--- src/sv/afip_pkg.sv ---
`timescale 1ns / 1ps
// ----------------------------------------------------------------------------
// ASCII frame integer parser package
// Shared character codes, parse phases, defaults and the number state type.
// ----------------------------------------------------------------------------
package afip_pkg;

    // Default sizing handed to the top level parameters.
    localparam int FRAME_CAPACITY_DEF = 32;
    localparam int FIELD_COUNT_DEF    = 8;

    // Number of value ports on the result channel.
    localparam int OUT_VALUES = 8;

    // Frame control characters.
    localparam logic [7:0] CHAR_START = 8'h53;  // 'S'
    localparam logic [7:0] CHAR_END   = 8'h45;  // 'E'
    localparam logic [7:0] CHAR_SEP   = 8'h26;  // '&'
    localparam logic [7:0] CHAR_NUL   = 8'h00;
    localparam logic [7:0] CHAR_SPACE = 8'h20;
    localparam logic [7:0] CHAR_TAB   = 8'h09;
    localparam logic [7:0] CHAR_CR    = 8'h0D;
    localparam logic [7:0] CHAR_PLUS  = 8'h2B;
    localparam logic [7:0] CHAR_MINUS = 8'h2D;
    localparam logic [7:0] CHAR_ZERO  = 8'h30;
    localparam logic [7:0] CHAR_NINE  = 8'h39;

    // Number parse phases.
    localparam logic [1:0] PH_SKIP   = 2'd0;  // skipping leading whitespace
    localparam logic [1:0] PH_SIGN   = 2'd1;  // sign taken
    localparam logic [1:0] PH_DIGITS = 2'd2;  // inside the digits
    localparam logic [1:0] PH_DONE   = 2'd3;  // number finished

    // Magnitude cap, one past the largest positive value.
    localparam logic [31:0] MAG_CAP = 32'h8000_0000;
    localparam logic [31:0] POS_MAX = 32'h7FFF_FFFF;

    // State of the number being parsed.
    typedef struct packed {
        logic [1:0]  phase;
        logic        negative;
        logic [31:0] accum;
    } num_state_t;

endpackage

--- src/sv/afip_number_unit.sv ---
`timescale 1ns / 1ps
// ----------------------------------------------------------------------------
// ASCII frame integer parser number unit
// Applies one content character to the number state and forms the saturated
// signed value of the number parsed so far.
// ----------------------------------------------------------------------------
module afip_number_unit import afip_pkg::*; (
    input  num_state_t         cur,
    input  logic [7:0]         char_in,
    output num_state_t         nxt,
    output logic signed [31:0] value
);

    logic        is_digit;
    logic        is_blank;
    logic        is_sign;
    logic [35:0] acc_times_ten;
    logic [35:0] acc_sum;

    // Character classes.
    assign is_digit = (char_in >= CHAR_ZERO) && (char_in <= CHAR_NINE);
    assign is_blank = (char_in == CHAR_SPACE) ||
                      ((char_in >= CHAR_TAB) && (char_in <= CHAR_CR));
    assign is_sign  = (char_in == CHAR_PLUS) || (char_in == CHAR_MINUS);

    // Decimal step: accumulator times ten plus the digit, as shifts and adds.
    assign acc_times_ten = {1'b0, cur.accum, 3'b000} + {3'b000, cur.accum, 1'b0};
    assign acc_sum       = acc_times_ten + {32'd0, char_in[3:0]};

    // Next number state.
    always_comb begin
        nxt = cur;
        if (cur.phase != PH_DONE) begin
            if (is_digit) begin
                nxt.accum = (acc_sum > {4'd0, MAG_CAP}) ? MAG_CAP : acc_sum[31:0];
                nxt.phase = PH_DIGITS;
            end else if ((cur.phase == PH_SKIP) && is_blank) begin
                nxt = cur;
            end else if ((cur.phase == PH_SKIP) && is_sign) begin
                nxt.negative = (char_in == CHAR_MINUS);
                nxt.phase    = PH_SIGN;
            end else begin
                nxt.phase = PH_DONE;
            end
        end
    end

    // Saturated signed value; a negative magnitude of 2^31 wraps to the minimum.
    always_comb begin
        if (cur.negative) begin
            value = signed'(32'd0 - cur.accum);
        end else if (cur.accum[31]) begin
            value = signed'(POS_MAX);
        end else begin
            value = signed'(cur.accum);
        end
    end

endmodule

--- src/sv/ascii_frame_integer_parser_core.sv ---
`timescale 1ns / 1ps
// ----------------------------------------------------------------------------
// ASCII frame integer parser core
// Parses frames 'S' v0&v1&...'E' of decimal fields and emits one result beat
// per closed frame with the saturated values, frame number and field count.
// ----------------------------------------------------------------------------
// Timing: an accepted closing 'E' beat is loaded into the input register, and
// the result beat formed from it is then loaded into the result register once
// that register is free.
// Throughput: one byte per cycle; the only stall is a closing 'E' meeting a
// result beat that has not been taken, which holds the input register.
// Reset: aresetn is synchronous and active low; it closes any open frame,
// clears the frame counter and empties both registers.
module ascii_frame_integer_parser_core import afip_pkg::*; #(
    parameter int FRAME_CAPACITY = FRAME_CAPACITY_DEF,
    parameter int FIELD_COUNT    = FIELD_COUNT_DEF
) (
    input  logic               aclk,
    input  logic               aresetn,

    input  logic               s_valid,
    output logic               s_ready,
    input  logic [7:0]         s_rx_byte,
    input  logic               s_buffer_start,

    output logic               m_valid,
    input  logic               m_ready,
    output logic signed [31:0] m_value_0,
    output logic signed [31:0] m_value_1,
    output logic signed [31:0] m_value_2,
    output logic signed [31:0] m_value_3,
    output logic signed [31:0] m_value_4,
    output logic signed [31:0] m_value_5,
    output logic signed [31:0] m_value_6,
    output logic signed [31:0] m_value_7,
    output logic [15:0]        m_frame_number,
    output logic [3:0]         m_fields_found
);

    localparam int CNT_W = $clog2(FRAME_CAPACITY + 1);
    localparam int IDX_W = (FIELD_COUNT > 1) ? $clog2(FIELD_COUNT) : 1;
    localparam logic [IDX_W-1:0] LAST_IDX = IDX_W'(FIELD_COUNT - 1);
    localparam logic [CNT_W-1:0] CAP      = CNT_W'(FRAME_CAPACITY);

    // Input register.
    logic                     in_valid_reg, in_valid_next;
    logic [7:0]               in_byte_reg;
    logic                     in_start_reg;

    // Frame state.
    logic [CNT_W-1:0]         stored_count_reg, stored_count_next;
    logic [IDX_W-1:0]         field_index_reg, field_index_next;
    logic                     content_ended_reg, content_ended_next;
    logic [15:0]              frame_counter_reg, frame_counter_next;
    num_state_t               num_reg, num_next;
    logic signed [31:0]       field_values_reg [FIELD_COUNT];
    logic signed [31:0]       field_values_next [FIELD_COUNT];

    // Result register.
    logic                     m_valid_reg, m_valid_next;
    logic signed [31:0]       out_values_reg [OUT_VALUES];
    logic signed [31:0]       result_values [OUT_VALUES];
    logic [15:0]              out_frame_reg;
    logic [3:0]               out_found_reg;

    // Helpers.
    num_state_t               num_stepped;
    logic signed [31:0]       cur_value;
    logic [CNT_W-1:0]         stored_eff;
    logic [15:0]              counter_eff;
    logic                     is_close;
    logic                     advance;
    logic                     load_out;

    afip_number_unit u_number (
        .cur     (num_reg),
        .char_in (in_byte_reg),
        .nxt     (num_stepped),
        .value   (cur_value)
    );

    // A buffer start closes the frame and clears the counter before the byte acts.
    assign stored_eff  = in_start_reg ? '0 : stored_count_reg;
    assign counter_eff = in_start_reg ? 16'd0 : frame_counter_reg;
    assign is_close    = (in_byte_reg == CHAR_END) && (stored_eff != '0);

    // The held beat moves on unless it closes a frame and the result is occupied.
    assign advance  = in_valid_reg && (!is_close || !m_valid_reg || m_ready);
    assign load_out = advance && is_close;
    assign s_ready  = !in_valid_reg || advance;

    // Result values with the open field committed at its index.
    for (genvar k = 0; k < OUT_VALUES; k++) begin : g_result
        if (k < FIELD_COUNT) begin : g_live
            assign result_values[k] = (field_index_reg == IDX_W'(k)) ?
                                      cur_value : field_values_reg[k];
        end else begin : g_zero
            assign result_values[k] = '0;
        end
    end

    // Frame state update for the beat in the input register.
    always_comb begin
        stored_count_next  = stored_count_reg;
        field_index_next   = field_index_reg;
        content_ended_next = content_ended_reg;
        frame_counter_next = frame_counter_reg;
        num_next           = num_reg;
        field_values_next  = field_values_reg;
        if (advance) begin
            stored_count_next  = stored_eff;
            frame_counter_next = counter_eff;
            if (in_byte_reg == CHAR_START) begin
                stored_count_next  = CNT_W'(1);
                field_index_next   = '0;
                content_ended_next = 1'b0;
                num_next           = '0;
                for (int k = 0; k < FIELD_COUNT; k++) begin
                    field_values_next[k] = '0;
                end
            end else if (stored_eff == '0) begin
                stored_count_next = '0;
            end else if (in_byte_reg == CHAR_END) begin
                stored_count_next  = '0;
                field_index_next   = '0;
                content_ended_next = 1'b0;
                num_next           = '0;
                frame_counter_next = counter_eff + 16'd1;
            end else if (stored_eff < CAP) begin
                stored_count_next = stored_eff + CNT_W'(1);
                if (!content_ended_reg) begin
                    if (in_byte_reg == CHAR_NUL) begin
                        content_ended_next = 1'b1;
                    end else if (in_byte_reg == CHAR_SEP) begin
                        if (field_index_reg != LAST_IDX) begin
                            for (int k = 0; k < FIELD_COUNT; k++) begin
                                if (field_index_reg == IDX_W'(k)) begin
                                    field_values_next[k] = cur_value;
                                end
                            end
                            field_index_next = field_index_reg + IDX_W'(1);
                            num_next         = '0;
                        end else begin
                            num_next.phase = PH_DONE;
                        end
                    end else begin
                        num_next = num_stepped;
                    end
                end
            end
        end
    end

    // Handshake state for both registers.
    always_comb begin
        in_valid_next = in_valid_reg;
        if (s_ready) begin
            in_valid_next = s_valid;
        end
        m_valid_next = m_valid_reg;
        if (load_out) begin
            m_valid_next = 1'b1;
        end else if (m_ready) begin
            m_valid_next = 1'b0;
        end
    end

    // Control registers.
    always_ff @(posedge aclk) begin
        if (!aresetn) begin
            in_valid_reg      <= 1'b0;
            m_valid_reg       <= 1'b0;
            stored_count_reg  <= '0;
            field_index_reg   <= '0;
            content_ended_reg <= 1'b0;
            frame_counter_reg <= 16'd0;
            num_reg           <= '0;
        end else begin
            in_valid_reg      <= in_valid_next;
            m_valid_reg       <= m_valid_next;
            stored_count_reg  <= stored_count_next;
            field_index_reg   <= field_index_next;
            content_ended_reg <= content_ended_next;
            frame_counter_reg <= frame_counter_next;
            num_reg           <= num_next;
        end
    end

    // Payload registers.
    always_ff @(posedge aclk) begin
        field_values_reg <= field_values_next;
        if (s_valid && s_ready) begin
            in_byte_reg  <= s_rx_byte;
            in_start_reg <= s_buffer_start;
        end
        if (load_out) begin
            out_values_reg <= result_values;
            out_frame_reg  <= counter_eff;
            out_found_reg  <= 4'(field_index_reg) + 4'd1;
        end
    end

    // Result ports.
    assign m_valid        = m_valid_reg;
    assign m_value_0      = out_values_reg[0];
    assign m_value_1      = out_values_reg[1];
    assign m_value_2      = out_values_reg[2];
    assign m_value_3      = out_values_reg[3];
    assign m_value_4      = out_values_reg[4];
    assign m_value_5      = out_values_reg[5];
    assign m_value_6      = out_values_reg[6];
    assign m_value_7      = out_values_reg[7];
    assign m_frame_number = out_frame_reg;
    assign m_fields_found = out_found_reg;

    // A new result beat never overwrites one that has not been taken.
    assert property (@(posedge aclk) disable iff (!aresetn)
        (load_out && m_valid_reg) |-> m_ready)
        else $error("result beat overwritten before it was taken");

    // The stored byte count never passes the frame capacity.
    assert property (@(posedge aclk) disable iff (!aresetn)
        stored_count_reg <= CAP)
        else $error("stored byte count beyond capacity");

    // The magnitude stays within its cap.
    assert property (@(posedge aclk) disable iff (!aresetn)
        num_reg.accum <= MAG_CAP)
        else $error("accumulator beyond magnitude cap");

    // A result beat reports between one and the configured number of fields.
    assert property (@(posedge aclk) disable iff (!aresetn)
        m_valid_reg |-> (out_found_reg != 4'd0 && out_found_reg <= 4'(FIELD_COUNT)))
        else $error("field count out of range");

endmodule

--- config.mk ---
export PLATFORM = sky130hd
export DESIGN_NAME = ascii_frame_integer_parser_core
export DESIGN_NICKNAME = d
export VERILOG_FILES = /design/src/sv/afip_pkg.sv /design/src/sv/afip_number_unit.sv /design/src/sv/ascii_frame_integer_parser_core.sv
export SDC_FILE = /design/constraint.sdc
export NUM_CORES = 1
export LEC_CHECK = 0
export ABC_AREA = 0
export ABC_CLOCK_PERIOD_IN_PS = 43300
export BUFFER_PORTS_ARGS = -buffer_cell sky130_fd_sc_hd__buf_2
export CAP_MARGIN = 15
export CORE_AREA = 2 2 181 316
export DETAILED_ROUTE_END_ITERATION = 16
export DIE_AREA = 0 0 183 318
export PLACE_DENSITY_LB_ADDON = 0.25
export SYNTH_ARGS = -nofsm -noshare
export SYNTH_HDL_FRONTEND = slang
export SYNTH_HIERARCHICAL = 1
export SYNTH_SLANG_ARGS = --single-unit
--- constraint.sdc ---
create_clock -name aclk -period 43.3 [get_ports aclk]
set_clock_uncertainty 0.15 [all_clocks]
set_input_delay 10.825 -clock aclk [delete_from_list [all_inputs] [get_ports aclk]]
set_output_delay 10.825 -clock aclk [all_outputs]
set_load 0.1 [all_outputs]
## Word level (Yosys, flattened, before mapping)

Cells that the tools add are included.

- Output and inout port bits: 278
- Bits in latches: 0
- Memories: 0
- Memory bits (writable): 0
- Register bits after elaboration: 604
- Bits in read-only memories: 0
- Bits of input ports: 13
- Word-level logic and storage cells: 163

- $add $sub $neg: 7
- Multipliers: 0
- Div/mod/pow operators: 0
- Equality and inequality tests: 25
- Reduce and logical (&&, ||, !) cells: 37
- Shift-type cells: 0
- Order comparisons: 6
- Bitwise logic cells: 0
- Multiplexer cells: 59

Operator list:

| operator | count |
|---|---|
| $mux W256 | 7 |
| $mux W32 | 11 |
| $mux W35 | 8 |
| $mux W16 | 4 |
| $add A35 B33 Y36 | 1 |
| $add A36 B4 Y36 | 1 |
| $gt A36 B32 Y1 const B | 1 |
| $mux W33 | 1 |
| $eq A8 B6 Y1 const B | 4 |
| $sub A1 B32 Y32 const A | 1 |
| $mux W31 | 1 |
| $mux W6 | 5 |
| $mux W3 | 9 |
| $add A16 B1 Y16 const B | 1 |
| $eq A8 B7 Y1 const B | 2 |
| $reduce_and A8 Y1 | 2 |
| $reduce_and A7 Y1 | 2 |
| $eq A3 B3 Y1 const B | 4 |
| $reduce_bool A4 Y1 | 3 |
| $mux W1 | 10 |
| $reduce_and A10 Y1 | 1 |
| $reduce_bool A3 Y1 | 3 |
| $ge A8 B4 Y1 const B | 1 |
| $ge A8 B6 Y1 const B | 1 |
| 26 further kinds | 50 |

## Depth between registers and ports, before layout

Gate-level depths: netlist (run 1).

- Word-level depth: 14
- Mapped depth: 15
- Mapped depth without buffers: 14

## By module

The synthesis (run 1) kept the hierarchy.

Modules (own cells, without submodules):

| module | area an instance (um2) | seq. area each (um2) | times used | cells each |
|---|---|---|---|---|
| ascii_frame_integer_parser_core | 24507.3 | 17506.8 | 1 | 1517 |
| afip_number_unit | 3667.3 | 0.0 | 1 | 528 |

## Worst setup path before layout (run 1)

OpenSTA, ideal clock, no wires.

- Path type: input -> register
- Start: input port m_ready
- End: register out_found_reg[0], in the netlist m_fields_found[0], enable pin
- Required time: 41.560 ns
- Setup slack: 4.261 ns
- Buffers on the path: 0
- Arrival: 37.299 ns
- Stages on the path: 3
- Setup time: 1.590 ns
- Cells stage by stage: nor2b_1 -> or3b_2 -> nor4_1

- Word-level cells in the longest chain between the ends: 3

RTL lines:

| item | line | RTL |
|---|---|---|
| start, declared | ascii_frame_integer_parser_core.sv:27 | `input logic m_ready,` |
| $logic_or A1 B1 Y1 | ascii_frame_integer_parser_core.sv:88 | `assign advance = in_valid_reg && (!is_close \|\| !m_valid_reg \|\| m_ready);` |
| $logic_and A1 B1 Y1 | ascii_frame_integer_parser_core.sv:88 |  |
| $logic_and A1 B1 Y1 | ascii_frame_integer_parser_core.sv:89 | `assign load_out = advance && is_close;` |
| net load_out | ascii_frame_integer_parser_core.sv:73 | `logic load_out;` |
| end signal, assigned | ascii_frame_integer_parser_core.sv:199 | `out_found_reg <= 4'(field_index_reg) + 4'd1;` |
| end, declared | ascii_frame_integer_parser_core.sv:64 | `logic [3:0] out_found_reg;` |

The timed path passes the listed nets, and every way through them passes these cells.
A chain may end at the register's enable or synchronous reset.

## Final worst setup path (run 1)

- Start: input port m_ready
- End: output port s_ready

- Word-level cells in the longest chain between the ends: 3

RTL lines:

| item | line | RTL |
|---|---|---|
| $logic_or A1 B1 Y1 | ascii_frame_integer_parser_core.sv:88 |  |
| $logic_and A1 B1 Y1 | ascii_frame_integer_parser_core.sv:88 |  |
| $logic_or A1 B1 Y1 | ascii_frame_integer_parser_core.sv:90 | `assign s_ready = !in_valid_reg \|\| advance;` |
| end, declared | ascii_frame_integer_parser_core.sv:22 | `output logic s_ready,` |

No other way between the ends.

==> results.ini, run 1 <==
[critical_path]
critPathKind=primary input to output pin
startpoint_type=primary input
cp-end-kind=output pin
r2r_setup_slack_ns=38.44
required_ns=32.32
critPathMaxFanout=6
cp.arrival_ns=11.74

[placement]
portBuffers=290
gp_congestion=0.9024
hpwl_mm=43.14
place_area_um2=30240

[synth]
synth-seq-cells=604
ys_seq_area_frac=0.6214
synth.net_count=2134
ys.flop_type=edfxtp_1
synthArstFlopShare=0
synth_edf_count=541
syn_inst=2045
synthesis.area_um2=28170
synth_cell_type_count=84
yosysWarnings=6
syn_avg_cell_area_um2=13.78

[clock_network]
cts_tree=yes
cts.sink_count=604
post-cts-setup-buffer-count=0
cts_buffers=53
ctsHoldBuffers=0
clk_pin_slew_ns=0.06
worstSkewPairLatency_ns=0.61
clk_path_buf_depth=3
cts_root_buffer=clkbuf_16
cts-resized-gates=0
cts_max_level=2

[cells_and_area]
final_net_count=2385
layout-drive-gt1-share=0.2963
fin_area_um2=31940
largest_reg_flops=256
area_delta_synth_final_pct=13.35

[sta]
tightest_slew_ns=1.214
finalCritPeriodShare=0.5246
final_hold_viol_count=0
clock.fmax_ghz=0.04402
setup_violations=0
relSlewSlack=0.1909
finalCriticalPeriod_ns=22.72
slew_viol_final=0
rsz0062_at_grt=no
fin_tns_setup_ns=0

[routing]
detail_route.wl_per_cell_um=22.06
drt_wl_total_mm=67.10
drt_pass1_iterations=5
drc=0
vias=17460
drtIter0Drc=1362
via_per_inst=5.741
ant_nets=0

[global_routing]
grtUsageTotal=0.2273
grt_pass1_vias=17250
grt_max_degree=180
grt_overflow=0
antenna_found_initial=0
grt_pass1_wl_mm=102.5

[die]
die_w_um=183
fp.dieArea_um2=58190
placementRows=115
coreArea_um2=55830
start_util=0.5047
die_h_um=318
ios=291

[pwr]
p_leak_nw=10.07
p_per_area_nw_per_um2=34.64
ir_drop_v=0.00003437

[outcome]
outcome=completed

[worst_hold_path]
hold_class=register to register

[run]
maxCapViolCount=0

-- layout make-up --
type,instances,area (um^2)
diodes,1,2.502
clock buffers,78,1481
clock inverters,20,210.2
flip-flops and latches,604,17510
inverters,20,75.07
well taps,702,878.3
fillers,4538,23890
multi-input cells,1303,10140
repair buffers,314,1642
-- synthesized netlist by cell type, types with 4 or more instances --
master | number | area [um^2]
a21boi_0 | 13 | 97.59
o211ai_1 | 9 | 67.56
a21oi_1 | 75 | 375.4
or4_1 | 5 | 37.54
nand2_1 | 99 | 371.6
and2_1 | 261 | 1633
dfxtp_1 | 63 | 1261
nand3_1 | 58 | 290.3
a32o_1 | 32 | 320.3
a21o_1 | 8 | 60.06
nor2_1 | 68 | 255.2
buf_2 | 10 | 50.05
xor2_1 | 33 | 289.0
mux2_2 | 265 | 2984
inv_1 | 20 | 75.07
buf_1 | 22 | 82.58
nor3_1 | 20 | 100.1
buf_6 | 6 | 67.56
edfxtp_1 | 541 | 16250
nor4_1 | 10 | 62.56
a31oi_1 | 5 | 31.28
nor2b_1 | 24 | 150.1
o21a_1 | 7 | 52.55
nand2b_1 | 9 | 56.30
mux2i_1 | 39 | 390.4
clkbuf_1 | 78 | 292.8
xnor2_1 | 28 | 245.2
nand3b_1 | 5 | 37.54
ha_1 | 74 | 925.9
o21ai_0 | 36 | 180.2
a211oi_1 | 4 | 30.03
and3_1 | 19 | 118.9
nand4_1 | 17 | 106.4
-- worst max-delay path, cell delays in order --
cell and delay [ns]:
buf_2 0.10, nor2b_1 0.30, nand3_1 0.17, buf_2 0.34
-- report_power, final --
group	internal, W	switching [W]
sequential	0.000626	0.00000230
combinational	0.00000414	0.00000739
clock	0.000256	0.000210
-- cells in the final DEF (no fill, tap or decap), drive strengths merged, types with 4 or more instances in the layout --
cell and instances:
a32o 32, nor2 68, a21o 8, and2 263, a211oi 5, nor4b 5
nor4 12, and3 19, mux2 267, a31oi 5, nand3b 5, xor2 33
or3b 4, mux2i 40, clkbuf 79, nand4 17, or2 5, o21ai 36
dfxtp 63, ha 74, nand2 99, buf 313, a21boi 14, nand3 58
o211ai 10, a21oi 75, nor3 23, clkinv 13, or4 8, nand2b 9
xnor2 29, nor2b 24, edfxtp 541, o21a 7, inv 21
-- logic make-up after synthesis --
logic type                 synth area share
AOI/OAI and AO/OA                   0.05516
xor gates and xnor gates            0.01954
adders and majority gates           0.03428
buffers and inverters               0.02061
DFF                                  0.6214
muxes                                0.1215
and+or+nand+nor                      0.1275
-- through the flow --
stage	total power (W)	worst slack [ns]	std cells	hold WS, ns	util
2_1_floorplan	0.0006494	4.261	2045	0.2869	-
3_3_place_gp	0.0006523	20.66	2942	0.3222	0.5416
3_5_place_dp	0.0006528	20.60	2942	0.3475	0.5416
4_1_cts	0.001116	20.59	3040	0.3571	0.5719
5_1_grt	0.001138	20.52	3041	0.3823	0.5720
6_report	0.001106	20.58	3042	0.3605	0.5720
-- per-layer routing --
layer | track usage | wire length (um) | up-vias
li1 | - | - | 8106
met1 | 0.2830 | 26950 | 8730
met2 | 0.4100 | 35090 | 522
met3 | 0.02577 | 2959 | 106
met4 | 0.07360 | 2104 | 0
met5 | 0 | 0 | -
-- final timing paths --
| kind | endpoint | depth (start not counted) | start |
|---|---|---|---|
| min reg2reg | stored_count_reg[1] | 2 | stored_count_reg[1] |
| max reg2reg | field_values_reg[31] | 10 | in_start_reg |
| min | stored_count_reg[1] | 2 | stored_count_reg[1] |
| max | s_ready | 4 | m_ready |
No activity file was read; power rests on OpenSTA's default activity.
==> run 2: changes to the inputs <==
--- a/config.mk
+++ b/config.mk
@@ -6,7 +6,7 @@
 export NUM_CORES = 1
 export LEC_CHECK = 0
 export ABC_AREA = 0
-export ABC_CLOCK_PERIOD_IN_PS = 43300
+export ABC_CLOCK_PERIOD_IN_PS = 21300
 export BUFFER_PORTS_ARGS = -buffer_cell sky130_fd_sc_hd__buf_2
 export CAP_MARGIN = 15
 export CORE_AREA = 2 2 181 316
==> constraint.sdc (replaced) <==
create_clock -name aclk -period 21.3 [get_ports aclk]
set_clock_uncertainty 0.15 [all_clocks]
set_input_delay 5.325 -clock aclk [delete_from_list [all_inputs] [get_ports aclk]]
set_output_delay 5.325 -clock aclk [all_outputs]
set_load 0.1 [all_outputs]
==> results.ini, run 2 (synthesis results as in run 1) <==
[outcome]
outcome=completed

[global_routing]
antenna_found_initial=0  ; unchanged
grt_pass1_vias=17520  ; +1.5%
grt_overflow=0  ; unchanged
grt_max_degree=125  ; -31%
grtUsageTotal=0.2269  ; -0.0004562
grt_pass1_wl_mm=102.2  ; -0.36%

[cells_and_area]
fin_area_um2=32080  ; +0.44%
layout-drive-gt1-share=0.2990  ; +0.002693
diodes=0  ; -1
final_cell_mix=541 x edfxtp_1, 290 x buf_2, 265 x mux2_2
final_common_cell=edfxtp_1
largest_reg_flops=256  ; unchanged
fill_cells=4586  ; +1.1%
final_net_count=2386  ; +0.042%
area_delta_synth_final_pct=13.85

[critical_path]
cp-end-kind=output pin
path_delay_family=simple AND/OR/NAND/NOR gates
critPathKind=primary input to output pin
rr_worst_depth=11  ; +1
cpPeakStageDelay_ns=0.34  ; about the same
startpoint_type=primary input
slowest_stage=buf_2
r2r_setup_slack_ns=15.15  ; -23.29 ns
required_ns=15.83  ; -16.49 ns
cp.arrival_ns=6.26  ; -5.48 ns
path_cells=buf_2 -> nor2b_1 -> nand3_1 -> buf_2
r2r-end=field_values_reg[121]
crit_top_cell=buf_2
r2r-start=in_start_reg
crit_buf_inv=2  ; unchanged
critPathMaxFanout=6  ; unchanged
crit_cells=4  ; unchanged

[worst_hold_path]
holdCritStartpoint=stored_count_reg[4]
hold_class=register to register
hold_depth=2  ; unchanged
hold_end=stored_count_reg[4]

[die]
die_w_um=183  ; unchanged
fp.dieArea_um2=58190  ; unchanged
die_h_um=318  ; unchanged
start_util=0.5047  ; unchanged
coreArea_um2=55830  ; unchanged
placementRows=115  ; unchanged
ios=291  ; unchanged

[clock_network]
cts_tree=yes
cts_root_buffer=clkbuf_16
clk_pin_slew_ns=0.06  ; about the same
ctsHoldBuffers=0  ; unchanged
cts-resized-gates=0  ; unchanged
post-cts-setup-buffer-count=0  ; unchanged
cts_max_level=2  ; unchanged
clk_path_buf_depth=3  ; unchanged
worstSkewPairLatency_ns=0.61  ; about the same
cts_buffers=53  ; unchanged
cts.sink_count=604  ; unchanged

[routing]
drt_pass1_iterations=7  ; +2
detail_route.wl_per_cell_um=21.95  ; -0.50%
drc=0  ; unchanged
drt_wl_total_mm=66.72  ; -0.56%
vias=17460  ; -0.052%
via_per_inst=5.742  ; about the same
ant_nets=0  ; unchanged
drtIter0Drc=1397  ; +2.6%

[sta]
tightest_slew_ns=1.172  ; -0.04125 ns
clock.fmax_ghz=0.08519
slew_viol_final=0  ; unchanged
relSlewSlack=0.2184  ; +0.02750
fin_ws_ns=9.561  ; -11.02 ns
fin_tns_setup_ns=0  ; unchanged
rsz0062_at_grt=no
final_hold_viol_count=0  ; unchanged
setup_violations=0  ; unchanged
finalCritPeriodShare=0.5511
finalCriticalPeriod_ns=11.74

[placement]
portBuffers=290  ; unchanged
gp_congestion=0.8898  ; -1.4%
place_area_um2=30250  ; about the same
dp_worst_setup_slack_ns=9.578  ; -11.02 ns
hpwl_mm=44.01  ; +2.0%

[pwr]
ir_drop_v=0.00006500  ; +89%
total_power_w=0.002321  ; +110%
p_per_area_nw_per_um2=72.37  ; +110%
p_leak_nw=10.15  ; +0.80%

[run]
maxCapViolCount=0  ; unchanged

[run 2: cell types whose count changed in the layout (fill, tap and decap cells not counted), moves of 2 or more]
cell	delta
clkinv_1	+3
clkbuf_8	-2
inv_6	+2
clkinv_2	-2
clkbuf_1	-10
buf_4	+3
bufinv_16	+7
[run 2: layer usage]
| metal | vias to the layer above | routed length, um | GRT usage |
|---|---|---|---|
| met5 | - | 0 | 0 |
| met4 | 0 | 2033 | 0.07413 |
| met3 | 118 | 3001 | 0.02600 |
| met2 | 517 | 35590 | 0.4179 |
| met1 | 8701 | 26100 | 0.2740 |
| li1 | 8119 | - | - |
[run 2: worst max-delay path by stage]
| stage | startpoint | end | slack, ns |
|---|---|---|---|
| floorplan | m_ready | field_values_reg[0] | 3.69 |
| global placement | m_ready | s_ready | 9.61 |
| detailed placement | m_ready | s_ready | 9.58 |
| CTS | m_ready | s_ready | 9.57 |
| global route | m_ready | s_ready | 9.48 |
| finish | m_ready | s_ready | 9.56 |
[run 2: per-stage QoR]
| stage | util | hold slack, ns | std cells |
|---|---|---|---|
| after global routing | 0.5746 | 0.4032 | 3040 |
| after floorplan | - | 0.2869 | 2045 |
| final | 0.5746 | 0.3656 | 3040 |
| after CTS | 0.5746 | 0.3577 | 3040 |
| after detailed placement | 0.5418 | 0.3470 | 2944 |
| after global placement | 0.5417 | 0.3204 | 2943 |
[run 2: worst min-delay path, cell delays in order, from the launching register on]
cell	delay, ns
dfxtp_1	0.34
nand2_1	0.06
o21ai_0	0.07
[run 2: report_power, final]
| group | switching [W] | internal [W] |
|---|---|---|
| clock | 0.000432 | 0.000588 |
| combinational | 0.0000150 | 0.00000844 |
| sequential | 0.00000429 | 0.00127 |
[run 2: cell type report]
class / count / area [um^2] / area share
clock buffers: 65 / 1391 / 0.04337
clock inverters: 31 / 437.9 / 0.01365
inverters: 20 / 75.07 / 0.002340
multi-input cells: 1303 / 10150 / 0.3164
flip-flops and latches: 604 / 17510 / 0.5458
well taps: 702 / 878.3 / 0.02738
repair buffers: 315 / 1639 / 0.05110
==> run 3: changes to the inputs <==
--- a/config.mk
+++ b/config.mk
@@ -6,7 +6,7 @@
 export NUM_CORES = 1
 export LEC_CHECK = 0
 export ABC_AREA = 0
-export ABC_CLOCK_PERIOD_IN_PS = 21300
+export ABC_CLOCK_PERIOD_IN_PS = 10100
 export BUFFER_PORTS_ARGS = -buffer_cell sky130_fd_sc_hd__buf_2
 export CAP_MARGIN = 15
 export CORE_AREA = 2 2 181 316
==> constraint.sdc (replaced) <==
create_clock -name aclk -period 10.1 [get_ports aclk]
set_clock_uncertainty 0.15 [all_clocks]
set_input_delay 2.525 -clock aclk [delete_from_list [all_inputs] [get_ports aclk]]
set_output_delay 2.525 -clock aclk [all_outputs]
set_load 0.1 [all_outputs]
==> results.ini, run 3 (synthesis results as in run 1) <==
[outcome]
outcome=completed

[clock_network]
cts_max_level=2  ; unchanged
clk_pin_slew_ns=0.06  ; about the same
cts_root_buffer=clkbuf_16
ctsHoldBuffers=0  ; unchanged
clk_path_buf_depth=3  ; unchanged
worstSkewPairLatency_ns=0.64  ; +0.03 ns
post-cts-setup-buffer-count=0  ; unchanged
cts.sink_count=604  ; unchanged
cts-resized-gates=0  ; unchanged
cts_buffers=53  ; unchanged
cts_tree=yes

[critical_path]
crit_end=s_ready
required_ns=7.43  ; -8.40 ns
critPathLaunch=m_ready
startpoint_type=primary input
r2r-end=field_values_reg[101]
critPathMaxFanout=6  ; unchanged
rr_worst_depth=9  ; -2
cp.arrival_ns=3.25  ; -3.01 ns
r2r-start=in_start_reg
r2r_setup_slack_ns=5.29  ; -9.86 ns
cp-end-kind=output pin
critPathKind=primary input to output pin

[global_routing]
antenna_found_initial=1  ; +1
grt_max_degree=175  ; +40%
grt_pass1_vias=17200  ; -1.8%
grtUsageTotal=0.2252  ; -0.001640
grt_overflow=0  ; unchanged
grt_pass1_wl_mm=101.1  ; -1.0%

[sta]
rsz0062_at_grt=no
finalCritPeriodShare=0.5865
slew_viol_final=0  ; unchanged
relSlewSlack=0.1903  ; -0.02801
clock.fmax_ghz=0.1688
finalCriticalPeriod_ns=5.923
final_hold_viol_count=0  ; unchanged
tightest_slew_ns=1.214  ; +0.04201 ns
setup_violations=0  ; unchanged

[cells_and_area]
layout-drive-gt1-share=0.2968  ; -0.002139
diodes=0  ; unchanged
fin_area_um2=31960  ; -0.37%
final_common_cell=edfxtp_1
stdcell_count=3040  ; unchanged
final_net_count=2384  ; -0.084%
final_cell_mix=541 x edfxtp_1, 290 x buf_2, 265 x mux2_2
area_delta_synth_final_pct=13.43
largest_reg_flops=256  ; unchanged

[die]
die_h_um=318  ; unchanged
coreArea_um2=55830  ; unchanged
start_util=0.5047  ; unchanged
ios=291  ; unchanged
fp.dieArea_um2=58190  ; unchanged
placementRows=115  ; unchanged
die_w_um=183  ; unchanged

[pwr]
p_leak_nw=10.09  ; -0.61%
p_per_area_nw_per_um2=148.5  ; +110%
total_power_w=0.004747  ; +100%
ir_drop_v=0.0001425  ; +120%

[routing]
drtIter0Drc=1512  ; +8.2%
drt_pass1_iterations=5  ; -2
drt_wl_total_mm=66.45  ; -0.41%
ant_nets=0  ; unchanged
via_per_inst=5.735  ; -0.12%
vias=17430  ; -0.12%
drc=0  ; unchanged
detail_route.wl_per_cell_um=21.86  ; -0.41%

[placement]
gp_congestion=0.9076  ; +2.0%
hpwl_mm=43.23  ; -1.8%
dp.cells=2941  ; -0.10%
place_area_um2=30270  ; about the same
portBuffers=290  ; unchanged

[run]
maxCapViolCount=0  ; unchanged

[worst_hold_path]
hold_class=register to register

## run 3: stage by stage
stage,TNS [ns],hold slack (ns),worst slack [ns],util
CTS,0,0.3443,4.176,0.5724
detailed placement,0,0.3322,4.080,0.5421
global route,0,0.3795,4.138,0.5725
global placement,0,0.3287,4.176,0.5419
finish,0,0.3392,4.177,0.5725
floorplan,-611.17,0.2869,-2.212,-
## run 3: worst min path at each step
| stage | slack, ns | end | cells past startpoint | startpoint |
|---|---|---|---|---|
| after detailed placement | 0.33 | stored_count_reg[4] | 2 | stored_count_reg[4] |
| final | 0.34 | stored_count_reg[4] | 2 | stored_count_reg[4] |
| after CTS | 0.34 | stored_count_reg[4] | 2 | stored_count_reg[4] |
| after floorplan | 0.29 | num_reg[32] | 2 | num_reg[32] |
| after global placement | 0.33 | stored_count_reg[4] | 2 | stored_count_reg[4] |
| after global routing | 0.38 | stored_count_reg[5] | 2 | stored_count_reg[4] |
## run 3: cell type report
class | count | area, um^2
fillers | 4575 | 23870
flip-flops and latches | 604 | 17510
multi-input cells | 1303 | 10160
repair buffers | 313 | 1653
clock buffers | 67 | 1379
well taps | 702 | 878.3
clock inverters | 31 | 309.0
inverters | 20 | 75.07
## run 3: metal layers
metal  part of all wire  track usage  vias to the layer above
met5                  0            0                        -
met4              0.036      0.08302                        0
met3              0.051      0.03126                      110
met2               0.52       0.4036                      536
met1               0.40       0.2746                     8676
li1                   -            -                     8112
## run 3: critical path, cell delays in order
cell and delay, ns:
buf_2 0.12, nor2b_4 0.16, nand3_1 0.11, buf_2 0.33
## run 3: report_power, final
group	internal, W	switching (W)	total [W]
registers	0.00269	0.00000842	0.00269
logic	0.0000180	0.0000323	0.0000503
clock network	0.00108	0.000923	0.00200
total	0.00378	0.000963	0.00475
